`config.mk`:
```
export PLATFORM = sky130hd
export DESIGN_NAME = frm_div
export DESIGN_NICKNAME = d
export VERILOG_FILES = /design/src/rtl/frm_pkg.sv /design/src/rtl/frm_div.sv
export SDC_FILE = /design/constraint.sdc
export NUM_CORES = 1
export LEC_CHECK = 0
export BUFFER_PORTS_ARGS = -buffer_cell sky130_fd_sc_hd__clkbuf_2
export CAP_MARGIN = 30
export CORE_MARGIN = 2
export CORE_UTILIZATION = 28
export CTS_CLUSTER_SIZE = 40
export DETAILED_ROUTE_END_ITERATION = 16
export PLACE_DENSITY = 0.53
export SETUP_SLACK_MARGIN = 0.2
export SLEW_MARGIN = 20
export SYNTH_ARGS = -nofsm -noshare
export SYNTH_HDL_FRONTEND = slang
export SYNTH_SLANG_ARGS = --single-unit
```
`constraint.sdc`:
```
create_clock -name aclk -period 7.5 [get_ports aclk]
set_input_delay 0.375 -clock aclk [delete_from_list [all_inputs] [get_ports aclk]]
set_output_delay 0.375 -clock aclk [all_outputs]
set_load 0.02 [all_outputs]
```
`src/rtl/frm_pkg.sv`:
```
// Shared types and constants for the frame rate monitor.
// Used by frm_div and frame_rate_monitor_unit; no dependencies.
`default_nettype none

package frm_pkg;

    localparam int unsigned RING_DEPTH_DEF = 64;

    localparam int unsigned STAMP_W   = 64;
    localparam int unsigned INST_W    = 28;
    localparam int unsigned AVG_W     = 34;
    localparam int unsigned FRAMES_W  = 7;
    localparam int unsigned WINDOW_W  = 32;
    localparam int unsigned BASE_W    = 28;
    localparam int unsigned TOL_W     = 10;
    localparam int unsigned SCALE_W   = 28;
    localparam int unsigned PCT_W     = 11;

    localparam int unsigned APB_ADDR_W = 4;
    localparam int unsigned APB_DATA_W = 32;
    localparam int unsigned M_TDATA_W  = 72;

    localparam logic [SCALE_W-1:0]  RATE_SCALE_Q8 = 28'd256000000;
    localparam logic [AVG_W-1:0]    AVERAGE_MAX   = 34'h3_FFFF_FFFF;
    localparam logic [FRAMES_W-1:0] FRAMES_MAX    = 7'd127;
    localparam logic [PCT_W-1:0]    PCT_FULL      = 11'd100;

    localparam logic [WINDOW_W-1:0] WINDOW_RESET = 32'd1000000;
    localparam logic [TOL_W-1:0]    TOL_RESET    = 10'd10;

    typedef enum logic [1:0] {
        REG_WINDOW = 2'd0,
        REG_BASE   = 2'd1,
        REG_TOL    = 2'd2,
        REG_JUDGE  = 2'd3
    } reg_idx_t;

    // Status of the shared divider as seen by the sequencer.
    typedef struct packed {
        logic busy;
        logic done;
    } div_stat_t;

endpackage

`default_nettype wire

```
`src/rtl/frm_div.sv`:
```
// Bit-serial restoring divider, one quotient bit per cycle.
// Depends on frm_pkg for the divisor width and the status struct.
`default_nettype none

module frm_div #(
    parameter int unsigned NUM_W = 35
) (
    input  wire logic                      aclk,
    input  wire logic                      aresetn,
    input  wire logic                      start,
    input  wire logic [NUM_W-1:0]          num,
    input  wire logic [frm_pkg::STAMP_W-1:0] den,
    output logic      [NUM_W-1:0]          quotient,
    output frm_pkg::div_stat_t             stat
);
    import frm_pkg::*;

    localparam int unsigned BIT_W = $clog2(NUM_W + 1);

    logic [STAMP_W-1:0] rem_reg;
    logic [NUM_W-1:0]   quo_reg;
    logic [BIT_W-1:0]   bit_cnt_reg;
    logic               busy_reg;
    logic               done_reg;

    logic [STAMP_W:0]   trial;
    logic [STAMP_W:0]   diff;
    logic               fits;

    // Shift the next numerator bit into the partial remainder and try the subtract.
    assign trial = {rem_reg, quo_reg[NUM_W-1]};
    assign diff  = trial - {1'b0, den};
    assign fits  = (trial >= {1'b0, den});

    always_ff @(posedge aclk) begin
        if (!aresetn) begin
            busy_reg    <= 1'b0;
            done_reg    <= 1'b0;
            bit_cnt_reg <= '0;
        end else begin
            done_reg <= 1'b0;
            if (start) begin
                busy_reg    <= 1'b1;
                bit_cnt_reg <= BIT_W'(NUM_W);
            end else if (busy_reg) begin
                bit_cnt_reg <= bit_cnt_reg - BIT_W'(1);
                if (bit_cnt_reg == BIT_W'(1)) begin
                    busy_reg <= 1'b0;
                    done_reg <= 1'b1;
                end
            end
        end
    end

    always_ff @(posedge aclk) begin
        if (start) begin
            rem_reg <= '0;
            quo_reg <= num;
        end else if (busy_reg) begin
            rem_reg <= fits ? diff[STAMP_W-1:0] : trial[STAMP_W-1:0];
            quo_reg <= {quo_reg[NUM_W-2:0], fits};
        end
    end

    assign quotient  = quo_reg;
    assign stat.busy = busy_reg;
    assign stat.done = done_reg;

endmodule

`default_nettype wire

```
; ---- Word level (Yosys, flattened, before mapping)
; Cells that the tools add are included.
[op_classes]
order_cmp = 1
n_addsub = 2
n_bitwise = 2
mux = 9
n_reduce_logical = 3
eq_ne = 1
[op_table]
columns = cell, n
row1 = 35-bit 2-to-1 mux, 2
row2 = 65-bit by 64-bit >= comparator with 1-bit output, 1
row3 = 64-bit 2-to-1 mux, 1
row4 = 64-bit subtractor, 1
row5 = 6-bit 2-to-1 mux, 2
row6 = 6-bit by 1-bit == test with 1-bit output (second input constant), 1
row7 = 6-bit by 1-bit subtractor with 6-bit output (second input constant), 1
row8 = 1-bit 2-to-1 mux, 4
row9 = 3-bit OR reduction, 1
row10 = 1-bit inverter, 2
row11 = 2-bit nonzero test, 1
row12 = 2-bit OR reduction, 1
[totals]
out_inout_bits = 37
wordCells = 24
regBits = 107

; ---- Logic depth before layout (Yosys ltp)
; Gate-level depths: netlist of run 1.
[depth]
word_depth = 4
ltp_mapped = 15

; ---- Worst setup path after synthesis of run 1
; No wires, ideal clock.
[synth_timing]
path_type = input port to flip-flop
start = in den[22] (netlist bit)
end = reg quo_reg[0], in the netlist quotient[0] (data pin)
setup_ps = 260
t_arrival_ps = 2795
cell_stages = 14
path_buffers = 3
setup_slack_ps = 4445
t_required_ps = 7240
cell_sequence = inv_1 -> ha_1 -> buf_6 -> a21o_1 -> a21o_1 -> a221oi_2 -> o221ai_2 -> nand4_1 -> o211ai_2 -> o211ai_4 -> nand2_2 -> buf_6 -> buf_4 -> mux2_2
[synth_between]
elab_chain_cells = 3
[synth_rtl]
columns = item, line_no
row1 = start: declaration, frm_div.sv:12  ; input wire logic [frm_pkg::STAMP_W-1:0] den,
row2 = 65-bit by 64-bit >= comparator with 1-bit output, frm_div.sv:33  ; assign fits = (trial >= {1'b0, den});
row3 = 35-bit 2-to-1 mux, frm_div.sv:59  ; end else if (busy_reg) begin
row4 = 35-bit 2-to-1 mux, frm_div.sv:56  ; if (start) begin
row5 = end signal: assignment, frm_div.sv:58  ; quo_reg <= num;
row6 = end signal: assignment, frm_div.sv:61  ; quo_reg <= {quo_reg[NUM_W-2:0], fits};
row7 = end: declaration, frm_div.sv:21  ; logic [NUM_W-1:0] quo_reg;
; No other way between the ends. The select of a mux whose other input is x is not followed.
; A chain may end at the register's enable or synchronous reset.

; ---- Final worst setup path of run 1
[layout_timing]
start = reg rem_reg[21]
end = reg rem_reg[17]
[layout_between]
elab_chain_cells = 2
[layout_rtl]
columns = item, line_no
row1 = start: declaration, frm_div.sv:20  ; logic [STAMP_W-1:0] rem_reg;
row2 = start signal: assignment, frm_div.sv:60  ; rem_reg <= fits ? diff[STAMP_W-1:0] : trial[STAMP_W-1:0];
row3 = 65-bit by 64-bit >= comparator with 1-bit output, frm_div.sv:33
row4 = 64-bit 2-to-1 mux, frm_div.sv:60
; No other way between the ends.

==> flow_summary.ini, run 1 <==
[status]
outcome = finished, final reports clean

[global_route]
overflow = 0
grt_usage_pct = 15.4
antenna_found_initial = 0
grt_max_degree = 65
grt_pass1_wl_mm = 41.2
grt_pass1_vias = 7782

[yosys]
avgSynthCellArea_sq_um = 8.20
synthMuxAreaShare_pct = 10.5
syn_area_sq_um = 8900
synth_fa_ha_area_share_pct = 9.51
synthDistinctLibCells = 71
synth_compound_area_share_pct = 23.7
synth_top_family_by_area = compound AO/OA/AOI/OAI gates
syn_inst = 1085
synth_flop_cell = dfxtp_1
synth_xor_area_share_pct = 5.81
synthesis.nets = 1254
asyncSetResetFlopFracSynth_pct = 0
ys_seq_area_share_pct = 28.0
synth-simple-area-share_pct = 15.0
synth-edff-count = 35
synth_warnings = 0
ys_seq_elements = 107

[power_and_ir_drop]
finalPower_uw = 1840
p_leak_uw = 0.00436
powerDensity_nw_per_um2 = 181
max-vdd-ir-drop_mv = 0.110

[cells_and_area]
largest_register_ffs = 64
register_area_sq_um = 2500
final_common_cell = clkbuf_2
nets = 1341
multiInputGateArea_sq_um = 5750
antenna_cells = 0
final_cell_mix = clkbuf_2, nor2_1, a21oi_1, nand2_1, inv_1
utilization_pct = 32.4
area.growth.synth_to_final_pct = 14.1
drive_gt1_share_pct = 18.2
stdcell_area_sq_um = 10200
fillers = 3340

[sta]
fin_skew_ns = 0.0103
fmax_mhz = 281
tightest_slew_ns = 0.855
finalSetupViolations = 0
slew_violations = 0
rsz0062_at_grt = no
whs_ns = 0.304
maxSlewHeadroom_pct = 43.0
final.min_clock_period_ns = 3.56
period_share_pct = 47.4
finalHoldViolations = 0
fin_tns_setup_ns = 0

[setup_path]
cpMostUsedCell = a21o_1
required_ns = 7.78
cp_num_cells = 11
cp-end-kind = flip-flop
slowest_stage = and2_1
slowest_delay_ns = 0.74
cp.arrival_ns = 3.84
reg2reg_slack_ns = 3.94
worstSetupStartpoint = rem_reg[21]$_SDFFE_PP0P_
crit_end = rem_reg[17]$_SDFFE_PP0P_
rr_worst_depth = 11
cp-start-kind = flip-flop
path_cells = ha_1 > a21o_1 > a21o_1 > a221oi_2 > o221ai_2 > nand4_1 > o211ai_2 > o211ai_4 > and2_1 > a21oi_1 > a211oi_1
r2r-start = rem_reg[21]$_SDFFE_PP0P_
path_delay_family = compound AO/OA/AOI/OAI gates
path_class = flip-flop to flip-flop
crit_buf_inv = 0
cp_max_fo = 17
timing.rr.end = rem_reg[17]$_SDFFE_PP0P_

[floorplan]
core_area_sq_um = 31400
start_util_pct = 28.3
ioPinCount = 139
die_h_um = 182
die_w_um = 182
rows = 65
die-area_sq_um = 33200

[place]
dp_hpwl_mm = 20.0
gp_congestion = 0.894
portBuffers = 138
dpl_cell_area_sq_um = 9840

[routing]
viasPerCell = 5.12
drtIter0Drc = 455
drtPass1Iterations = 7
wirelength_mm = 25.8
drc_errors = 0
vias = 8083
post_drt_wl_per_cell_um = 16.4
ant_nets = 0

[clock_network]
cts_resized = 0
cts_max_level = 3
post_cts_buffers = 0
cts_root_buf = clkbuf_16
clock_latency_ns = 0.37
clockBufferDepth = 2
cts_buffers = 9
cts_tree = built
holdBufCountCts = 0
cts.clk_slew.worst_paths_ns = 0.08
clock_sinks = 107

[min_path]
min_path_type = input port to flip-flop

[job]
cap_viol_max_count = 0
worst min path at each step:
stage | depth (start not counted) | start | slack [ns] | endpoint
2_1_floorplan | 2 | rem_reg[26]$_SDFFE_PP0P_ | 0.44 | rem_reg[26]$_SDFFE_PP0P_
3_3_place_gp | 2 | rem_reg[8]$_SDFFE_PP0P_ | 0.46 | rem_reg[8]$_SDFFE_PP0P_
3_5_place_dp | 2 | rem_reg[50]$_SDFFE_PP0P_ | 0.47 | rem_reg[50]$_SDFFE_PP0P_
4_1_cts | 2 | aresetn | 0.29 | bit_cnt_reg[1]$_SDFFE_PN0P_
5_1_grt | 2 | num[16] | 0.30 | quotient[16]$_DFFE_PP_
6_report | 2 | aresetn | 0.30 | bit_cnt_reg[1]$_SDFFE_PN0P_
power breakdown:
group | total, uW | internal [uW] | switching, uW
sequential | 694 | 654 | 40.4
combinational | 619 | 249 | 370
clock | 525 | 276 | 249
per-stage QoR:
stage	instances	setup slack, ns
2_1_floorplan	1085	4.45
3_3_place_gp	1562	3.66
3_5_place_dp	1563	3.77
4_1_cts	1579	3.94
5_1_grt	1579	3.67
6_report	1579	3.94
cell families after synthesis:
group / Yosys count
XOR/XNOR: 59
AND/OR/NAND/NOR: 290
flip-flops: 107
multiplexers: 89
buffers and inverters: 156
adder cells (fa/ha/maj): 67
AO/OA/AOI/OAI: 317
worst register-to-register path: stages, from the launching register on:
cell	delay, ns
dfxtp_1	0.33
ha_1	0.40
a21o_1	0.23
a21o_1	0.19
a221oi_2	0.38
o221ai_2	0.20
nand4_1	0.14
o211ai_2	0.14
o211ai_4	0.29
and2_1	0.75
a21oi_1	0.17
a211oi_1	0.26
Yosys cell counts (6+ instances only):
cell	number	area [sq um]
ha_1	66	826
o21bai_1	16	120
clkbuf_1	43	161
xnor2_1	36	315
o21ai_0	42	210
nand3_1	10	50.1
o21a_1	7	52.6
o21ai_1	8	40.0
nand4_1	36	225
a21boi_0	9	67.6
nor3_1	10	50.1
xor2_1	23	201
edfxtp_1	35	1050
nand2_1	90	338
inv_1	89	334
a211oi_1	55	413
nor2_1	100	375
a21oi_1	96	480
nor2b_1	7	43.8
a21o_1	27	203
dfxtp_1	72	1440
o211ai_1	14	105
a31oi_1	6	37.5
buf_2	11	55.1
mux2_2	36	405
mux2i_1	53	531
buf_4	7	52.6
per-layer routing:
metal  GRT usage [%]  wire length, um  part of all wire (%)  up-vias
li1                -                -                     -     4092
met1            20.7            12400                    48     3775
met2            25.5            11900                    46      176
met3            1.98              910                   3.5       40
met4            5.65              608                   2.4        0
met5               0                0                     0        -
layout make-up:
| class | instances | area share, % |
|---|---|---|
| Clock buffer | 10 | 2.35 |
| Clock inverter | 6 | 0.776 |
| Inverter | 89 | 3.29 |
| Multi-Input combinational cell | 822 | 56.7 |
| Sequential cell | 107 | 24.6 |
| Tap cell | 402 | 4.95 |
| Timing Repair Buffer | 143 | 7.39 |
Power figures use the tool's default switching activity.
==> inputs of run 2 (changes only) <==
--- a/config.mk
+++ b/config.mk
@@ -5,13 +5,14 @@
 export SDC_FILE = /design/constraint.sdc
 export NUM_CORES = 1
 export LEC_CHECK = 0
+export ABC_AREA = 1
 export BUFFER_PORTS_ARGS = -buffer_cell sky130_fd_sc_hd__clkbuf_2
 export CAP_MARGIN = 30
 export CORE_MARGIN = 2
 export CORE_UTILIZATION = 28
 export CTS_CLUSTER_SIZE = 40
 export DETAILED_ROUTE_END_ITERATION = 16
-export PLACE_DENSITY = 0.53
+export PLACE_DENSITY = 0.52
 export SETUP_SLACK_MARGIN = 0.2
 export SLEW_MARGIN = 20
 export SYNTH_ARGS = -nofsm -noshare
==> constraint.sdc (replaced) <==
create_clock -name aclk -period 3.5 [get_ports aclk]
set_input_delay 0.175 -clock aclk [delete_from_list [all_inputs] [get_ports aclk]]
set_output_delay 0.175 -clock aclk [all_outputs]
set_load 0.02 [all_outputs]
==> run 2 against run 1 <==
Compared with the run above:
- worst hold slack worse by 0.27 ns
- area after synthesis up 26%
- critical path type unchanged
- sequential share of layout area down 5.0 points
- via count up 46%
- critical path depth up 2
- maximum frequency up 34%
- power up 65%
- clock power up 110%
- global-route usage up 4.4 points
- highest routed layer unchanged
- worst setup slack worse by 3.1 ns
==> flow_summary.ini, run 2 <==
[cells_and_area]
final_common_cell = nand2_1
drive_gt1_share_pct = 11.5
utilization_pct = 32.2
largest_register_ffs = 64
antenna_cells = 0
nets = 2267
area.growth.synth_to_final_pct = 13.6
stdcell_area_sq_um = 12700
stdcell_count = 2628
register_area_sq_um = 2490
fillers = 4563
final_cell_mix = nand2_1, inv_1, clkbuf_2, nand3_1, nor2_1
multiInputGateArea_sq_um = 6810

[status]
outcome = finished, final reports clean

[setup_path]
slowest_delay_ns = 0.39
cp-start-kind = flip-flop
timing.rr.end = rem_reg[21]$_SDFFE_PP0P_
required_ns = 3.76
path_cells = ha_1 > nand2_1 > nor2_1 > nand2_1 > nor2_1 > nand4_1 > o21ai_2 > nor2_4 > nand2_4 > buf_4 > nand2_1 > nand3_1 > o21ai_1
rr_worst_depth = 13
cp-end-kind = flip-flop
cp.arrival_ns = 2.92
slowest_stage = nor2_1
reg2reg_slack_ns = 0.84
cpMostUsedCell = nand2_1
path_class = flip-flop to flip-flop
r2r-start = rem_reg[56]$_SDFFE_PP0P_
cp_max_fo = 17

[global_route]
overflow = 0
grt_pass1_vias = 11400
antenna_found_initial = 0
grt_max_degree = 42
grt_usage_pct = 19.9
grt_pass1_wl_mm = 63.5

[clock_network]
clock_latency_ns = 0.40
cts_tree = built
clock_sinks = 107
cts.clk_slew.worst_paths_ns = 0.08
post_cts_buffers = 0
cts_buffers = 9
cts_resized = 0
clockBufferDepth = 2
cts_max_level = 3
cts_root_buf = clkbuf_16
holdBufCountCts = 0

[min_path]
min_path_type = input port to flip-flop
min_to = bit_cnt_reg[0]$_SDFFE_PN0P_
holdPathStages = 3
min-delay-start = aresetn

[sta]
tightest_slew_ns = 0.840
period_share_pct = 76.1
fin_skew_ns = 0.0177
fmax_mhz = 376
finalSetupViolations = 0
fin_tns_setup_ns = 0
whs_ns = 0.0311
rsz0062_at_grt = no
maxSlewHeadroom_pct = 43.8
finalHoldViolations = 0
slew_violations = 0
final.min_clock_period_ns = 2.66

[routing]
drtIter0Drc = 708
wirelength_mm = 41.1
drtPass1Iterations = 7
ant_nets = 0
viasPerCell = 4.50
drc_errors = 0
post_drt_wl_per_cell_um = 15.6
vias = 11800

[floorplan]
core_area_sq_um = 39600
die-area_sq_um = 41700
die_h_um = 204
start_util_pct = 28.3
die_w_um = 204
rows = 73
ioPinCount = 139

[yosys]
asyncSetResetFlopFracSynth_pct = 0
synthDistinctLibCells = 39
synth_top_area_share_pct = 26.9
syn_inst = 1977
synth_area_leaders = nand2_1, inv_1, dfxtp_1
synth_commonest_cells = nand2_1, inv_1, nand3_1
synth_top_area_cell = nand2_1
synth_most_common_cell = nand2_1
synth-edff-count = 35
synthesis.nets = 2146
avgSynthCellArea_sq_um = 5.67
syn_area_sq_um = 11200
synth_flop_cell = dfxtp_1
synth_warnings = 0
ys_seq_elements = 107
ys_seq_area_share_pct = 22.2

[place]
place_inst = 2612
portBuffers = 138
dp_hpwl_mm = 34.3
gp_congestion = 1.01
dpl_cell_area_sq_um = 12500

[power_and_ir_drop]
p_leak_uw = 0.00754
max-vdd-ir-drop_mv = 0.232
powerDensity_nw_per_um2 = 238

[job]
cap_viol_max_count = 0
run 2: how the worst max path moves through the flow:
stage | start | cells past startpoint | end | slack, ns
floorplan | start | 4 | quotient[0]$_DFFE_PP_ | 1.22
global placement | den[28] | 20 | rem_reg[60]$_SDFFE_PP0P_ | 0.88
detailed placement | den[28] | 20 | rem_reg[49]$_SDFFE_PP0P_ | 0.85
CTS | rem_reg[27]$_SDFFE_PP0P_ | 18 | rem_reg[54]$_SDFFE_PP0P_ | 0.85
global route | rem_reg[31]$_SDFFE_PP0P_ | 18 | rem_reg[59]$_SDFFE_PP0P_ | 0.57
finish | rem_reg[56]$_SDFFE_PP0P_ | 13 | rem_reg[21]$_SDFFE_PP0P_ | 0.84
run 2: cell families after synthesis:
| kind of cell | after synthesis | synth area share, % |
|---|---|---|
| and+or+nand+nor | 1175 | 45.1 |
| adders and majority gates | 67 | 7.54 |
| DFF | 107 | 22.2 |
| AOI/OAI and AO/OA | 114 | 5.56 |
| buffers and inverters | 482 | 17.1 |
| xor gates and xnor gates | 32 | 2.50 |
run 2: layer usage:
metal	routed length, um	track usage (%)
met5	0	0
met4	718	4.48
met3	1690	2.68
met2	19500	34.7
met1	19200	25.9
run 2: per-stage QoR:
step	total power, uW	setup slack, ns
floorplan	1750	1.22
global placement	1960	0.877
detailed placement	1960	0.845
CTS	3090	0.850
global route	3190	0.573
finish	3030	0.838
run 2: layout make-up:
type | count | area share [%]
sequential | 107 | 19.6
inverter | 439 | 12.9
clock buffer | 9 | 1.77
tap | 525 | 5.15
multi-input combinational | 1388 | 53.5
timing repair buffer | 153 | 6.60
clock inverter | 7 | 0.530
run 2: worst max-delay path, delay by kind of cell (launching register included):
family / cells / cell delay (ns)
buffers and inverters: 1 / 0.29
adder cells (fa/ha/maj): 1 / 0.36
AND/OR/NAND/NOR: 9 / 1.29
flip-flops: 1 / 0.33
AO/OA/AOI/OAI: 2 / 0.26
run 2: where the power goes:
group	switching, uW	internal (uW)
sequential	28.0	1340
combinational	370	190
clock	601	503
total	999	2040
==> inputs of run 3 (changes only) <==
--- a/config.mk
+++ b/config.mk
@@ -5,14 +5,14 @@
 export SDC_FILE = /design/constraint.sdc
 export NUM_CORES = 1
 export LEC_CHECK = 0
-export ABC_AREA = 1
+export ABC_AREA = 0
 export BUFFER_PORTS_ARGS = -buffer_cell sky130_fd_sc_hd__clkbuf_2
 export CAP_MARGIN = 30
 export CORE_MARGIN = 2
 export CORE_UTILIZATION = 28
 export CTS_CLUSTER_SIZE = 40
 export DETAILED_ROUTE_END_ITERATION = 16
-export PLACE_DENSITY = 0.52
+export PLACE_DENSITY = 0.55
 export SETUP_SLACK_MARGIN = 0.2
 export SLEW_MARGIN = 20
 export SYNTH_ARGS = -nofsm -noshare
==> constraint.sdc (replaced) <==
create_clock -name aclk -period 2.3 [get_ports aclk]
set_input_delay 0.115 -clock aclk [delete_from_list [all_inputs] [get_ports aclk]]
set_output_delay 0.115 -clock aclk [all_outputs]
set_load 0.02 [all_outputs]
==> run 3 against run 2 <==
Compared with the run above:
- the flow now finishes with violations (setup timing)
- via count decreased by 21%
- worst setup slack got worse by 1.5 ns
- critical path type unchanged
- largest cell class unchanged
- final area increased by 8.0%
- flip-flop and latch count unchanged
- sequential share of layout area decreased by 1.4 points
- combinational power increased to 5.7 times the previous value
- die area decreased by 20%
- largest power group is now combinational cells
==> flow_summary.ini, run 3 (synthesized netlist as in run 1, its figures left out) <==
[status]
outcome = finished with violations
violations = setup timing

[clock_network]
holdBufCountCts = 0
clock_sinks = 107
cts.clk_slew.worst_paths_ns = 0.09
clockBufferDepth = 2
cts_max_level = 3
cts_root_buf = clkbuf_16
clock_latency_ns = 0.37
cts_buffers = 9
cts_tree = built

[place]
dpl_cell_area_sq_um = 12100
dp_hpwl_mm = 22.8
dp_worst_setup_slack_ns = -0.802
gp_congestion = 0.872
place_inst = 1847
portBuffers = 138

[routing]
drtIter0Drc = 460
drc_errors = 0
ant_nets = 0
drtPass1Iterations = 5
wirelength_mm = 30.1
viasPerCell = 4.89
vias = 9336
post_drt_wl_per_cell_um = 15.8

[setup_path]
path_class = flip-flop to flip-flop
required_ns = 2.58
reg2reg_slack_ns = -0.70
cp-start-kind = flip-flop
worstSetupStartpoint = quotient[34]$_DFFE_PP_
cp_max_fo = 5
cp-end-kind = flip-flop
timing.rr.end = rem_reg[60]$_SDFFE_PP0P_
cp.arrival_ns = 3.28
r2r-start = quotient[34]$_DFFE_PP_
rr_worst_depth = 14

[sta]
layout_setup_ws_ns = -0.700
period_share_pct = 130
final.min_clock_period_ns = 3.00
fin_skew_ns = 0.0123
maxSlewHeadroom_pct = 58.4
whs_ns = 0.0243
fin_tns_setup_ns = -36.39
finalSetupViolations = 65
fmax_mhz = 333
rsz0062_at_grt = yes
finalHoldViolations = 0
tightest_slew_ns = 0.617
slew_violations = 0

[cells_and_area]
antenna_cells = 0
area.growth.synth_to_final_pct = 54.7
final_common_cell = buf_4
fillers = 3086
largest_register_ffs = 64
final_cell_mix = buf_4, clkbuf_2, nor2_1, inv_1, nand2_1
register_area_sq_um = 2500
drive_gt1_share_pct = 44.0
stdcell_count = 1910
nets = 1672
stdcell_area_sq_um = 13800
multiInputGateArea_sq_um = 6580

[global_route]
overflow = 0
antenna_found_initial = 0
grt_max_degree = 45
grt_pass1_vias = 9377
grt_pass1_wl_mm = 47.9
grt_usage_pct = 17.8

[min_path]
holdPathStages = 2
min_to = busy_reg$_SDFF_PN0_
min-delay-start = aresetn
min_path_type = input port to flip-flop

[floorplan]
ioPinCount = 139
die_w_um = 182
die_h_um = 182
rows = 65
die-area_sq_um = 33200
core_area_sq_um = 31400
start_util_pct = 28.3

[power_and_ir_drop]
power_frac_seq_pct = 31.6
power_frac_comb_pct = 45.1
switchingPower_uw = 2580
p_sw_share_pct = 36.2
max-vdd-ir-drop_mv = 0.367
powerDensity_nw_per_um2 = 517
clkPwrFrac_pct = 23.3
p_leak_uw = 0.00624
internal_power_uw = 4540

[job]
cap_viol_max_count = 0
[run 3: critical path, cell delays in order, from the launching register on]
cell and delay, ns:
edfxtp_1 0.39, inv_2 0.06, ha_4 0.16, fa_2 0.33, nand2b_4 0.15, a21o_1 0.18
a31o_4 0.26, a211oi_4 0.29, nor3_4 0.09, o31ai_2 0.18, buf_4 0.18, nand2_2 0.06
mux2_4 0.22, o2111ai_4 0.10, a311oi_2 0.27
[run 3: routing by layer]
layer / wire (um) / track usage (%)
met1: 14000 / 23.8
met2: 14800 / 31.3
met3: 889 / 1.34
met4: 493 / 3.90
met5: 0 / 0
[run 3: per-stage QoR]
step	util [%]	total power, uW
after floorplan	-	3830
after global placement	38.5	4970
after detailed placement	38.5	4990
after CTS	42.5	7010
after global routing	43.8	7550
final	43.8	7120
[run 3: repair_timing]
action                                  4_1_cts  5_1_grt
buffers inserted                             29       13
endpoints found under the hold margin         0        0
cloned                                        5        0
endpoints found under the setup margin       65       65
pin swaps                                    33       50
resized for setup                           111       64
[run 3: power by group through the flow]
stage	sequential (uW)	clock (uW)	combinational, uW
detailed placement	2280	0	2710
finish	2250	1660	3210
global route	2270	1790	3490
global placement	2270	0	2700
floorplan	2350	0	1490
CTS	2250	1710	3050
[run 3: cell type report]
class	count	share of cell area [%]
multi-input cells	822	47.8
clock inverters	7	0.573
flip-flops and latches	107	18.2
repair buffers	474	25.7
clock buffers	9	1.64
inverters	89	2.43
well taps	402	3.65
[run 3: worst max-delay path by stage]
stage          slack (ns)                       end  cells after the start
2_1_floorplan       -0.63  rem_reg[60]$_SDFFE_PP0P_                     13
3_3_place_gp        -0.75  rem_reg[62]$_SDFFE_PP0P_                     13
3_5_place_dp        -0.80  rem_reg[62]$_SDFFE_PP0P_                     12
4_1_cts             -0.69  rem_reg[60]$_SDFFE_PP0P_                     14
5_1_grt             -0.86  rem_reg[34]$_SDFFE_PP0P_                     13
6_report            -0.70  rem_reg[60]$_SDFFE_PP0P_                     14
